`config.mk`:
```
export PLATFORM = sky130hd
export DESIGN_NAME = frame_replacement_lru_clock_m
export DESIGN_NICKNAME = d
export VERILOG_FILES = /design/src/rtl/frlc_pkg.sv /design/src/rtl/frlc_ram.sv /design/src/rtl/frame_replacement_lru_clock_m.sv
export SDC_FILE = /design/constraint.sdc
export NUM_CORES = 2
export LEC_CHECK = 0
export BUFFER_PORTS_ARGS = -buffer_cell sky130_fd_sc_hd__buf_2
export CELL_PAD_IN_SITES_DETAIL_PLACEMENT = 0
export CELL_PAD_IN_SITES_GLOBAL_PLACEMENT = 1
export CORE_MARGIN = 5
export CORE_UTILIZATION = 55
export DETAILED_ROUTE_END_ITERATION = 10
export PLACE_DENSITY_LB_ADDON = 0.1
export SLEW_MARGIN = 20
export SYNTH_ARGS = -nofsm -noshare
export SYNTH_HDL_FRONTEND = slang
export SYNTH_SLANG_ARGS = --single-unit
export TNS_END_PERCENT = 20
```
`constraint.sdc`:
```
create_clock -name clk_i -period 5.26 [get_ports clk_i]
set_clock_uncertainty 0.2 [all_clocks]
set_input_delay 0.789 -clock clk_i [delete_from_list [all_inputs] [get_ports clk_i]]
set_output_delay 0.789 -clock clk_i [all_outputs]
set_load 0.005 [all_outputs]
```
`src/rtl/frlc_pkg.sv`:
```
// frame replacement package: frame count, widths, command codes, policy modes and sequencer states
// no dependencies
`timescale 1ns / 1ps
`default_nettype none
package frlc_pkg;

  localparam int unsigned FRAMES = 32;
  localparam int unsigned IDX_W  = $clog2(FRAMES);
  localparam int unsigned CNT_W  = $clog2(FRAMES + 1);
  localparam int unsigned TIME_W = 32;
  localparam int unsigned PAGE_W = 32;

  typedef logic [IDX_W-1:0] idx_t;
  typedef logic [CNT_W-1:0] cnt_t;

  typedef enum logic [1:0] {
    CMD_READ  = 2'd0,
    CMD_WRITE = 2'd1,
    CMD_ALLOC = 2'd2,
    CMD_NONE  = 2'd3
  } cmd_e;

  typedef enum logic {
    MODE_LRU   = 1'b0,
    MODE_CLOCK = 1'b1
  } mode_e;

  typedef enum logic [4:0] {
    S_IDLE  = 5'b00001,
    S_SCAN  = 5'b00010,
    S_CLOCK = 5'b00100,
    S_RD    = 5'b01000,
    S_WR    = 5'b10000
  } state_e;

endpackage
`default_nettype wire

```
`src/rtl/frlc_ram.sv`:
```
// generic single write port ram with registered read
// no dependencies
`timescale 1ns / 1ps
`default_nettype none
module frlc_ram #(
  parameter int unsigned WIDTH = 32,
  parameter int unsigned DEPTH = 32
) (
  input  wire logic                     clk_i,
  input  wire logic                     we_i,
  input  wire logic [$clog2(DEPTH)-1:0] waddr_i,
  input  wire logic [WIDTH-1:0]         wdata_i,
  input  wire logic [$clog2(DEPTH)-1:0] raddr_i,
  output logic      [WIDTH-1:0]         rdata_o
);

  logic [WIDTH-1:0] mem_q [DEPTH];

  always_ff @(posedge clk_i) begin
    if (we_i) begin
      mem_q[waddr_i] <= wdata_i;
    end
    rdata_o <= mem_q[raddr_i];
  end

endmodule
`default_nettype wire

```
`src/rtl/frame_replacement_lru_clock_m.sv`:
```
// frame replacement unit: occupancy, use and modified bits, lru times, clock-m hand
// depends on frlc_pkg and frlc_ram
//
// channel   direction  signals                                          handshake
// command   in         command_i frame_index_i page_id_i now_i          start && !busy
// result    out        chosen_frame_o evicted_o evicted_page_o write_back_o  result_valid_o
// config    in         cfg_data_i                                       cfg_valid_i && cfg_ready_o
//
// read and write accesses are handled in idle without going busy. an allocate scans frames one per cycle through
// the shared time compare and stops at the first free frame; a full set in lru mode takes
// the oldest time, in clock-m mode the hand steps one frame per cycle until it finds a victim.
// reset clears all bits, times (per-entry valid bits), hand and mode; no clearing pass.
// the result strobe lasts one cycle and cannot be stalled.
`timescale 1ns / 1ps
`default_nettype none
module frame_replacement_lru_clock_m (
  input  wire logic                        clk_i,
  input  wire logic                        rst_ni,
  input  wire logic                        start,
  output logic                             busy,
  input  wire logic [1:0]                  command_i,
  input  wire logic [4:0]                  frame_index_i,
  input  wire logic [frlc_pkg::PAGE_W-1:0] page_id_i,
  input  wire logic [frlc_pkg::TIME_W-1:0] now_i,
  output logic                             result_valid_o,
  output logic [4:0]                       chosen_frame_o,
  output logic                             evicted_o,
  output logic [frlc_pkg::PAGE_W-1:0]      evicted_page_o,
  output logic                             write_back_o,
  input  wire logic                        cfg_valid_i,
  output logic                             cfg_ready_o,
  input  wire logic                        cfg_data_i
);

  frlc_pkg::state_e state_q, state_d;
  frlc_pkg::mode_e  mode_q, mode_d;

  logic [frlc_pkg::FRAMES-1:0] occ_q, occ_d;
  logic [frlc_pkg::FRAMES-1:0] use_q, use_d;
  logic [frlc_pkg::FRAMES-1:0] dirty_q, dirty_d;
  logic [frlc_pkg::FRAMES-1:0] tvld_q, tvld_d;

  frlc_pkg::idx_t hand_q, hand_d;
  frlc_pkg::idx_t start_hand_q, start_hand_d;
  logic           laps_q, laps_d;
  frlc_pkg::cnt_t cnt_q, cnt_d;
  logic           cmp_vld_q, cmp_vld_d;
  frlc_pkg::idx_t cmp_idx_q, cmp_idx_d;
  frlc_pkg::idx_t best_idx_q, best_idx_d;
  frlc_pkg::idx_t victim_q, victim_d;
  logic           res_vld_q, res_vld_d;

  logic [frlc_pkg::TIME_W-1:0] best_time_q, best_time_d;
  logic [frlc_pkg::PAGE_W-1:0] page_q, page_d;
  logic [frlc_pkg::TIME_W-1:0] now_q, now_d;
  logic [4:0]                  out_frame_q, out_frame_d;
  logic                        out_evict_q, out_evict_d;
  logic [frlc_pkg::PAGE_W-1:0] out_page_q, out_page_d;
  logic                        out_wb_q, out_wb_d;

  // time ram and page ram ports
  logic                        t_we;
  frlc_pkg::idx_t              t_waddr;
  logic [frlc_pkg::TIME_W-1:0] t_wdata;
  frlc_pkg::idx_t              t_raddr;
  logic [frlc_pkg::TIME_W-1:0] t_rdata;
  logic                        p_we;
  logic [frlc_pkg::PAGE_W-1:0] p_rdata;

  logic [frlc_pkg::TIME_W-1:0] cmp_time;
  frlc_pkg::idx_t              acc_idx;
  frlc_pkg::idx_t              scan_idx;
  frlc_pkg::idx_t              hand_nxt;
  logic                        clk_hit;

  frlc_ram #(
    .WIDTH(frlc_pkg::TIME_W),
    .DEPTH(frlc_pkg::FRAMES)
  ) u_time_ram (
    .clk_i  (clk_i),
    .we_i   (t_we),
    .waddr_i(t_waddr),
    .wdata_i(t_wdata),
    .raddr_i(t_raddr),
    .rdata_o(t_rdata)
  );

  frlc_ram #(
    .WIDTH(frlc_pkg::PAGE_W),
    .DEPTH(frlc_pkg::FRAMES)
  ) u_page_ram (
    .clk_i  (clk_i),
    .we_i   (p_we),
    .waddr_i(victim_q),
    .wdata_i(page_q),
    .raddr_i(victim_q),
    .rdata_o(p_rdata)
  );

  assign busy           = (state_q != frlc_pkg::S_IDLE);
  assign cfg_ready_o    = 1'b1;
  assign result_valid_o = res_vld_q;
  assign chosen_frame_o = out_frame_q;
  assign evicted_o      = out_evict_q;
  assign evicted_page_o = out_page_q;
  assign write_back_o   = out_wb_q;

  assign acc_idx  = frlc_pkg::IDX_W'(frame_index_i);
  assign scan_idx = cnt_q[frlc_pkg::IDX_W-1:0];
  assign cmp_time = tvld_q[cmp_idx_q] ? t_rdata : '0;
  assign hand_nxt = (32'(hand_q) == frlc_pkg::FRAMES - 1) ? '0 : hand_q + 1'b1;
  assign clk_hit  = occ_q[hand_q] && !use_q[hand_q] && (!dirty_q[hand_q] || laps_q);
  assign t_raddr  = scan_idx;

  always_comb begin
    state_d      = state_q;
    mode_d       = mode_q;
    occ_d        = occ_q;
    use_d        = use_q;
    dirty_d      = dirty_q;
    tvld_d       = tvld_q;
    hand_d       = hand_q;
    start_hand_d = start_hand_q;
    laps_d       = laps_q;
    cnt_d        = cnt_q;
    cmp_vld_d    = 1'b0;
    cmp_idx_d    = scan_idx;
    best_idx_d   = best_idx_q;
    best_time_d  = best_time_q;
    victim_d     = victim_q;
    res_vld_d    = 1'b0;
    page_d       = page_q;
    now_d        = now_q;
    out_frame_d  = out_frame_q;
    out_evict_d  = out_evict_q;
    out_page_d   = out_page_q;
    out_wb_d     = out_wb_q;
    t_we         = 1'b0;
    t_waddr      = victim_q;
    t_wdata      = now_q;
    p_we         = 1'b0;

    if (cfg_valid_i && cfg_ready_o) begin
      mode_d = frlc_pkg::mode_e'(cfg_data_i);
    end

    // running minimum over the time words coming out of the ram
    if (cmp_vld_q && (cmp_idx_q == '0 || cmp_time < best_time_q)) begin
      best_time_d = cmp_time;
      best_idx_d  = cmp_idx_q;
    end

    case (state_q)
      frlc_pkg::S_IDLE: begin
        if (start) begin
          page_d = page_id_i;
          now_d  = now_i;
          case (frlc_pkg::cmd_e'(command_i))
            frlc_pkg::CMD_READ: begin
              if (32'(frame_index_i) < frlc_pkg::FRAMES) begin
                use_d[acc_idx]  = 1'b1;
                tvld_d[acc_idx] = 1'b1;
                t_we            = 1'b1;
                t_waddr         = acc_idx;
                t_wdata         = now_i;
              end
            end
            frlc_pkg::CMD_WRITE: begin
              if (32'(frame_index_i) < frlc_pkg::FRAMES) begin
                use_d[acc_idx]   = 1'b1;
                dirty_d[acc_idx] = 1'b1;
              end
            end
            frlc_pkg::CMD_ALLOC: begin
              cnt_d   = '0;
              state_d = frlc_pkg::S_SCAN;
            end
            default: begin
            end
          endcase
        end
      end
      frlc_pkg::S_SCAN: begin
        if (32'(cnt_q) < frlc_pkg::FRAMES) begin
          if (!occ_q[scan_idx]) begin
            victim_d = scan_idx;
            state_d  = frlc_pkg::S_RD;
          end else begin
            cmp_vld_d = 1'b1;
            cnt_d     = cnt_q + 1'b1;
          end
        end else if (mode_q == frlc_pkg::MODE_LRU) begin
          victim_d = best_idx_d;
          state_d  = frlc_pkg::S_RD;
        end else begin
          start_hand_d = hand_q;
          laps_d       = 1'b0;
          state_d      = frlc_pkg::S_CLOCK;
        end
      end
      frlc_pkg::S_CLOCK: begin
        hand_d = hand_nxt;
        if (clk_hit) begin
          victim_d = hand_q;
          state_d  = frlc_pkg::S_RD;
        end else begin
          use_d[hand_q] = 1'b0;
          if (hand_nxt == start_hand_q) begin
            laps_d = 1'b1;
          end
        end
      end
      frlc_pkg::S_RD: begin
        state_d = frlc_pkg::S_WR;
      end
      frlc_pkg::S_WR: begin
        out_frame_d       = 5'(victim_q);
        out_evict_d       = occ_q[victim_q];
        out_page_d        = occ_q[victim_q] ? p_rdata : '0;
        out_wb_d          = occ_q[victim_q] && dirty_q[victim_q];
        res_vld_d         = 1'b1;
        occ_d[victim_q]   = 1'b1;
        use_d[victim_q]   = 1'b1;
        dirty_d[victim_q] = 1'b0;
        tvld_d[victim_q]  = 1'b1;
        t_we              = 1'b1;
        p_we              = 1'b1;
        state_d           = frlc_pkg::S_IDLE;
      end
      default: begin
        state_d = frlc_pkg::S_IDLE;
      end
    endcase
  end

  always_ff @(posedge clk_i or negedge rst_ni) begin
    if (!rst_ni) begin
      state_q      <= frlc_pkg::S_IDLE;
      mode_q       <= frlc_pkg::MODE_LRU;
      occ_q        <= '0;
      use_q        <= '0;
      dirty_q      <= '0;
      tvld_q       <= '0;
      hand_q       <= '0;
      start_hand_q <= '0;
      laps_q       <= 1'b0;
      cnt_q        <= '0;
      cmp_vld_q    <= 1'b0;
      cmp_idx_q    <= '0;
      best_idx_q   <= '0;
      victim_q     <= '0;
      res_vld_q    <= 1'b0;
    end else begin
      state_q      <= state_d;
      mode_q       <= mode_d;
      occ_q        <= occ_d;
      use_q        <= use_d;
      dirty_q      <= dirty_d;
      tvld_q       <= tvld_d;
      hand_q       <= hand_d;
      start_hand_q <= start_hand_d;
      laps_q       <= laps_d;
      cnt_q        <= cnt_d;
      cmp_vld_q    <= cmp_vld_d;
      cmp_idx_q    <= cmp_idx_d;
      best_idx_q   <= best_idx_d;
      victim_q     <= victim_d;
      res_vld_q    <= res_vld_d;
    end
  end

  // word payload
  always_ff @(posedge clk_i) begin
    best_time_q <= best_time_d;
    page_q      <= page_d;
    now_q       <= now_d;
    out_frame_q <= out_frame_d;
    out_evict_q <= out_evict_d;
    out_page_q  <= out_page_d;
    out_wb_q    <= out_wb_d;
  end

`ifndef NO_ASSERTIONS
  a_result_when_idle : assert property (@(posedge clk_i) disable iff (!rst_ni)
    result_valid_o |-> !busy)
    else $error("result shown while busy");

  a_single_strobe : assert property (@(posedge clk_i) disable iff (!rst_ni)
    result_valid_o |=> !result_valid_o)
    else $error("result strobe longer than one cycle");

  a_clock_all_occupied : assert property (@(posedge clk_i) disable iff (!rst_ni)
    (state_q == frlc_pkg::S_CLOCK) |-> (&occ_q))
    else $error("clock search with a free frame");

  a_clean_fill : assert property (@(posedge clk_i) disable iff (!rst_ni)
    (state_q == frlc_pkg::S_WR) |=> (occ_q[victim_q] && use_q[victim_q] && !dirty_q[victim_q]))
    else $error("filled frame not clean");

  a_no_evict_payload : assert property (@(posedge clk_i) disable iff (!rst_ni)
    (result_valid_o && !evicted_o) |-> (evicted_page_o == '0 && !write_back_o))
    else $error("payload on a free frame result");
`endif

endmodule
`default_nettype wire

```
-- Yosys cells after proc, flatten, opt, wreduce, memory -nomap -nowiden
Memory sizes are Yosys's and may differ from the RTL's. A register that Yosys moved wholly into a read port is not among the register bits.
Index checks and enable logic that the tools add are counted.
- register bits: 303
- output and inout bits: 42
- memory bits (writable): 2048
- word-level logic and storage cells: 170
- input bits: 76
- memories: 2
- memory list (memory ; depth ; bits a word ; rd ports ; clocked after memory_dff ; write ports ; RTL line ; RTL):
    u_page_ram.mem_q ; 32 ; 32 ; 1 ; 1 ; 1 ; frlc_ram.sv:17 ; logic [WIDTH-1:0] mem_q [DEPTH];
    u_time_ram.mem_q ; 32 ; 32 ; 1 ; 1 ; 1 ; frlc_ram.sv:17 ;
- muxes and demuxes: 72
- equality and inequality tests: 24
- add/sub/neg operators: 2
- reduce and logical (&&, ||, !) cells: 27
- order comparisons: 10
- bitwise gates (word level): 11
- operators with widths (operator ; number):
    two-way mux 32 bit ; 11
    bitwise OR 32 bit ; 6
    case mux 32 bit (2 select lines) ; 2
    case mux 32 bit (3 select lines) ; 1
    two-way mux 5 bit ; 14
    bitwise AND 32 bit ; 2
    inverter 32 bit ; 2
    binary-select mux 1 bit (select 5 bit) ; 7
    less-than comparator 32 bit ; 1
    less-than comparator 5 x 6 -> 1 bit (second input constant) ; 5
    two-way mux 1 bit ; 24
    two-way mux 6 bit ; 4
    case mux 5 bit (4 select lines) ; 1
    inequality test 2 bit (second input constant) ; 9
    demux 1 bit (select 5 bit) ; 3
    greater-or-equal comparator 5 x 1 -> 1 bit (second input constant) ; 3
    case mux 6 bit (2 select lines) ; 1
    AND reduction 4 bit ; 3
    == test 5 bit (second input constant) ; 2
    case mux 5 bit (2 select lines) ; 1
    AND reduction 5 bit ; 2
    AND reduction 3 bit ; 3
    logical AND 1 bit ; 7
    adder 6 x 1 -> 6 bit (second input constant) ; 1
    23 further kinds ; 31

-- Depth between registers and ports, before layout
- depth after elaboration: 10
- mapped depth: 18

-- Cells and area by module
A second synthesis with hierarchy kept.
- cells, all modules: 5660
- area, all modules: 95633.0 µm²
- modules (own cells, without submodules) (module ; area an instance (µm²) ; cells each ; instances):
    frlc_ram at u_page_ram ; 40492.6 ; 2260 ; 1
    frlc_ram at u_time_ram ; 40485.1 ; 2260 ; 1
    frame_replacement_lru_clock_m ; 14655.3 ; 1140 ; 1

-- Worst setup path before layout
Ideal clock, no wire load.
- path type: register to register
- start: register cmp_idx_q[0]
- end: register best_time_q[0] (netlist name), enable pin
- buffers on the path: 3
- setup time: 387 ps
- stages on the path, launching flop included: 18
- setup slack: 547 ps
- arrival time: 4126 ps
- cell sequence: dfrtp_1 -> buf_6 -> mux4_1 -> mux2_2 -> nand2_1 -> a41oi_2 -> clkbuf_1 -> and2_1 -> ha_1 -> a211oi_1 -> o21ai_0 -> o2111ai_1 -> a21oi_1 -> nor4b_1 -> nand2_1 -> o21a_1 -> buf_6 -> inv_1
- longest elaborated chain between the ends: 6
- elaborated cells between the ends (all ways): 7
- ends and longest elaborated chain (what ; RTL line ; RTL):
    start, declared ; frame_replacement_lru_clock_m.sv:48 ; frlc_pkg::idx_t cmp_idx_q, cmp_idx_d;
    start signal, assigned ; frame_replacement_lru_clock_m.sv:265 ; cmp_idx_q <= cmp_idx_d;
    binary-select mux 1 bit (select 5 bit) ; frame_replacement_lru_clock_m.sv:110 ; assign cmp_time = tvld_q[cmp_idx_q] ? t_rdata : '0;
    two-way mux 1 bit (implied by the code) ; frame_replacement_lru_clock_m.sv:110 ;
    two-way mux 32 bit ; frame_replacement_lru_clock_m.sv:110 ;
    via cmp_time (one bit) ; frame_replacement_lru_clock_m.sv:70 ; logic [frlc_pkg::TIME_W-1:0] cmp_time;
    less-than comparator 32 bit ; frame_replacement_lru_clock_m.sv:148 ; if (cmp_vld_q && (cmp_idx_q == '0 || cmp_time < best_time_q)) begin
    logical OR 1 bit ; frame_replacement_lru_clock_m.sv:148 ;
    logical AND 1 bit ; frame_replacement_lru_clock_m.sv:148 ;
    end signal, assigned ; frame_replacement_lru_clock_m.sv:274 ; best_time_q <= best_time_d;
    end, declared ; frame_replacement_lru_clock_m.sv:53 ; logic [frlc_pkg::TIME_W-1:0] best_time_q, best_time_d;
The timed path passes the listed nets, and every way through them passes these cells. The select of a mux whose other input is x is not followed.
A chain may end at the register's enable or synchronous reset.

-- Worst setup path after layout
- start: register cmp_idx_q[0]
- end: register victim_q[2]
- longest elaborated chain between the ends: 10
- elaborated cells between the ends (all ways): 11
- ends and longest elaborated chain (what ; RTL line ; RTL):
    binary-select mux 1 bit (select 5 bit) ; frame_replacement_lru_clock_m.sv:110 ;
    two-way mux 1 bit (implied by the code) ; frame_replacement_lru_clock_m.sv:110 ;
    two-way mux 32 bit ; frame_replacement_lru_clock_m.sv:110 ;
    via cmp_time (one bit) ; frame_replacement_lru_clock_m.sv:70 ;
    less-than comparator 32 bit ; frame_replacement_lru_clock_m.sv:148 ;
    logical OR 1 bit ; frame_replacement_lru_clock_m.sv:148 ;
    logical AND 1 bit ; frame_replacement_lru_clock_m.sv:148 ;
    two-way mux 5 bit ; frame_replacement_lru_clock_m.sv:148 ;
    via best_idx_d[2] ; frame_replacement_lru_clock_m.sv:49 ; frlc_pkg::idx_t best_idx_q, best_idx_d;
    two-way mux 5 bit ; frame_replacement_lru_clock_m.sv:192 ; end else if (mode_q == frlc_pkg::MODE_LRU) begin
    two-way mux 5 bit ; frame_replacement_lru_clock_m.sv:184 ; if (32'(cnt_q) < frlc_pkg::FRAMES) begin
    case mux 5 bit (2 select lines) ; frame_replacement_lru_clock_m.sv:153 ; case (state_q)
    end signal, assigned ; frame_replacement_lru_clock_m.sv:267 ; victim_q <= victim_d;
    end, declared ; frame_replacement_lru_clock_m.sv:50 ; frlc_pkg::idx_t victim_q, victim_d;
The timed path passes the listed nets, and every way through them passes these cells. The select of a mux whose other input is x is not followed.

==> flow_summary.ini <==
[status]
status = finished clean

[clock_tree]
cts_tree = done
clk_latency_ns = 0.87
cts_setup_buffers = 0
root_buffer = clkbuf_16
numCtsBuffers = 236
cts_num_sinks = 2415
clock_path_buffers = 3
clk_pin_slew_ns = 0.06
h-tree-depth = 4

[sta]
finalHoldViolCount = 0
drv_slew = 0
finalSetupViolCount = 0
tightest_slew_ns = 1.20
grt_setup_unrepaired = false
fin_crit_sh_pct = 93.2
fin_setup_tns_ns = 0
layout_min_cycle_time_ns = 4.90
fmax_ghz = 0.204
max-slew-margin-rel_pct = 19.8

[die]
die_x_um = 421
die-area_um2 = 177000
initial_core_util_pct = 55.4
die_y_um = 421
core_um2 = 167000
rows = 150
io_pins = 118

[setup_path]
r2r-start = cmp_idx_q[0]
crit_start = cmp_idx_q[0]
crit_path_end_kind = flip-flop
cp.arrival_ns = 5.46
r2r_cells = 17
r2r_slack_ns = 0.36
r2r_end = victim_q[2]
crit_slowest_cell = mux4_1
cp_max_fo = 33
max_stage_delay_ns = 0.59
crit_chain = mux4_1 -> mux2_2 -> a211oi_1 -> a41oi_2 -> buf_4 -> and2_1 -> ha_1 -> a211oi_1 -> o21ai_0 -> o2111ai_1 -> a21oi_1 -> nor4b_1 -> buf_4 -> nand2_1 -> o21a_1 -> mux2_4 -> a221o_1
start_kind = flip-flop
required_ns = 5.81
critical_path_class = flip-flop to flip-flop
endpoint = victim_q[2]

[grt]
grtUsageTotal_pct = 26.6
antenna_found_initial = 2
grt_pass1_wl_mm = 332
grt_pass1_vias = 45700
grt.overflow.total = 0
grt_start_max_net_pins = 137

[yosys]
synthCells = 4329
netlist_area_um2 = 92700
syn-num-nets = 4442
synthArstFlopShare_pct = 6.96
syn_area_per_cell_um2 = 21.4
synth-edff-count = 2183
yosys.cell_types.count = 66
synth_flop_cell = edfxtp_1
seq_area_frac_synth_pct = 76.6
synth-seq-cells = 2415
ys_warn_count = 0

[cells_and_area]
top_regs = u_page_ram.mem_q x1024, u_time_ram.mem_q x1024
drive_gt1_share_pct = 29.5
layout_common_cells = edfxtp_1, mux4_2, clkbuf_16
finalInstanceArea_um2 = 105000
fillerInstances = 11500
layout_commonest_cell = edfxtp_1
areaGrowthSynthToFinish_pct = 13.6
nNetsFinal = 4773

[drt]
ant_nets = 0
finalWirelength_mm = 232
routed-via-count = 44700
drtIter0Drc = 5098
vias_per_cell = 6.32
wl_per_cell_um = 32.7
drc_errors = 0
firstDrtPassIters = 6

[power_and_ir_drop]
ir_drop_v = 0.000399
power_density_nw_per_um2 = 404
leakagePower_uw = 0.0332

[job]
maxCapViolations = 0

[place]
dpl-instance-area_um2 = 97000
post-dp-hpwl_mm = 125
gp_congestion = 0.822
port-buffer-count = 116

[hold_path]
worst_hold_path_type = input port to flip-flop
==> kinds of logic (layout without fill, tap and decap cells) <==
| group | count (synthesis) | in the layout | synth area share, % |
|---|---|---|---|
| mux | 714 | 714 | 16.3 |
| xor+xnor | 6 | 6 | 0.0567 |
| buf+inv | 273 | 813 | 1.14 |
| flops | 2415 | 2415 | 76.6 |
| fa+ha+maj | 37 | 37 | 0.499 |
| simple gates | 511 | 511 | 2.74 |
| other cells | 1 | 4 | 0.00405 |
| compound gates | 372 | 372 | 2.58 |
==> Yosys cell counts (7+ instances only) <==
| library cell | n | area, um^2 |
|---|---|---|
| a21oi_1 | 56 | 280 |
| a221oi_1 | 9 | 78.8 |
| a22o_1 | 11 | 96.3 |
| a22oi_1 | 94 | 706 |
| and2_1 | 70 | 438 |
| and3_1 | 8 | 50.1 |
| buf_1 | 65 | 244 |
| buf_2 | 10 | 50.1 |
| clkbuf_1 | 149 | 559 |
| dfrtp_1 | 167 | 4180 |
| dfxtp_1 | 64 | 1280 |
| edfxtp_1 | 2183 | 65600 |
| ha_1 | 37 | 463 |
| inv_1 | 44 | 165 |
| mux2_2 | 62 | 698 |
| mux2i_1 | 19 | 190 |
| mux4_2 | 625 | 14100 |
| nand2_1 | 159 | 597 |
| nand2b_1 | 12 | 75.1 |
| nand3_1 | 23 | 115 |
| nand3b_1 | 12 | 90.1 |
| nand4_1 | 23 | 144 |
| nor2_1 | 104 | 390 |
| nor2b_1 | 8 | 50.1 |
| nor3_1 | 11 | 55.1 |
| o2111ai_1 | 8 | 70.1 |
| o211ai_1 | 8 | 60.1 |
| o21ai_0 | 137 | 686 |
| o21bai_1 | 7 | 52.6 |
| o2bb2ai_1 | 8 | 70.1 |
| or2_2 | 59 | 369 |
==> metrics by stage <==
stage | std cells | total power [uW] | setup WS, ns | util, % | hold slack, ns
floorplan | 4329 | 25200 | 0.547 | - | 0.152
global placement | 6559 | 26500 | 0.212 | 57.9 | 0.239
detailed placement | 6559 | 26500 | 0.202 | 57.9 | 0.248
CTS | 7072 | 42900 | 0.193 | 62.9 | 0.00146
global route | 7073 | 44100 | 0.0643 | 62.9 | 0.00518
finish | 7076 | 42500 | 0.356 | 62.9 | 0.0704
==> worst max-delay path, delay by kind of cell, from the launching register on <==
kind,cells,cell delay [ns]
buf+inv,2,0.44
fa+ha+maj,1,0.31
mux,3,1.23
simple gates,3,0.64
compound gates,8,1.51
flops,1,0.46
==> per-layer routing <==
| metal | routed length (um) | track usage, % | share of wire (%) | up-vias |
|---|---|---|---|---|
| met3 | 14300 | 4.24 | 6.2 | 403 |
| li1 | - | - | - | 18600 |
| met5 | 0 | 0 | 0 | - |
| met2 | 119000 | 45.3 | 52 | 1728 |
| met4 | 7860 | 8.61 | 3.4 | 0 |
| met1 | 90000 | 35.7 | 39 | 23900 |
==> what timing repair did <==
item                                    4_1_cts  5_1_grt
endpoints found under the hold margin       158        0
gates resized for setup                       0        2
endpoints found under the setup margin        0        3
hold buffers                                 66        0
==> cell type report <==
class	count	area [um^2]	share of cell area (%)
Multi-Input combinational cell	1641	21100	20.1
Inverter	46	175	0.166
Sequential cell	2415	71100	67.5
Tap cell	2204	2760	2.62
Timing Repair Buffer	320	2530	2.40
Antenna cell	3	7.51	0.00713
Clock inverter	120	1140	1.09
Clock buffer	327	6460	6.14
==> power by group <==
group	total [uW]	switching, uW	internal [uW]
clock network	16500	7150	9320
registers	21800	427	21400
logic	4280	2170	2110
==> how the worst min path moves through the flow <==
| stage | depth (start not counted) | slack [ns] | end | start |
|---|---|---|---|---|
| floorplan | 0 | 0.15 | cmp_idx_q[2] | cnt_q[2] |
| global placement | 1 | 0.24 | tvld_q[15] | tvld_q[15] |
| detailed placement | 1 | 0.25 | tvld_q[13] | tvld_q[13] |
| CTS | 1 | 0.001 | now_q[24] | now_i[24] |
| global route | 1 | 0.005 | now_q[24] | now_i[24] |
| finish | 1 | 0.07 | now_q[24] | now_i[24] |
Note: power is estimated with default switching activity, not from simulation.
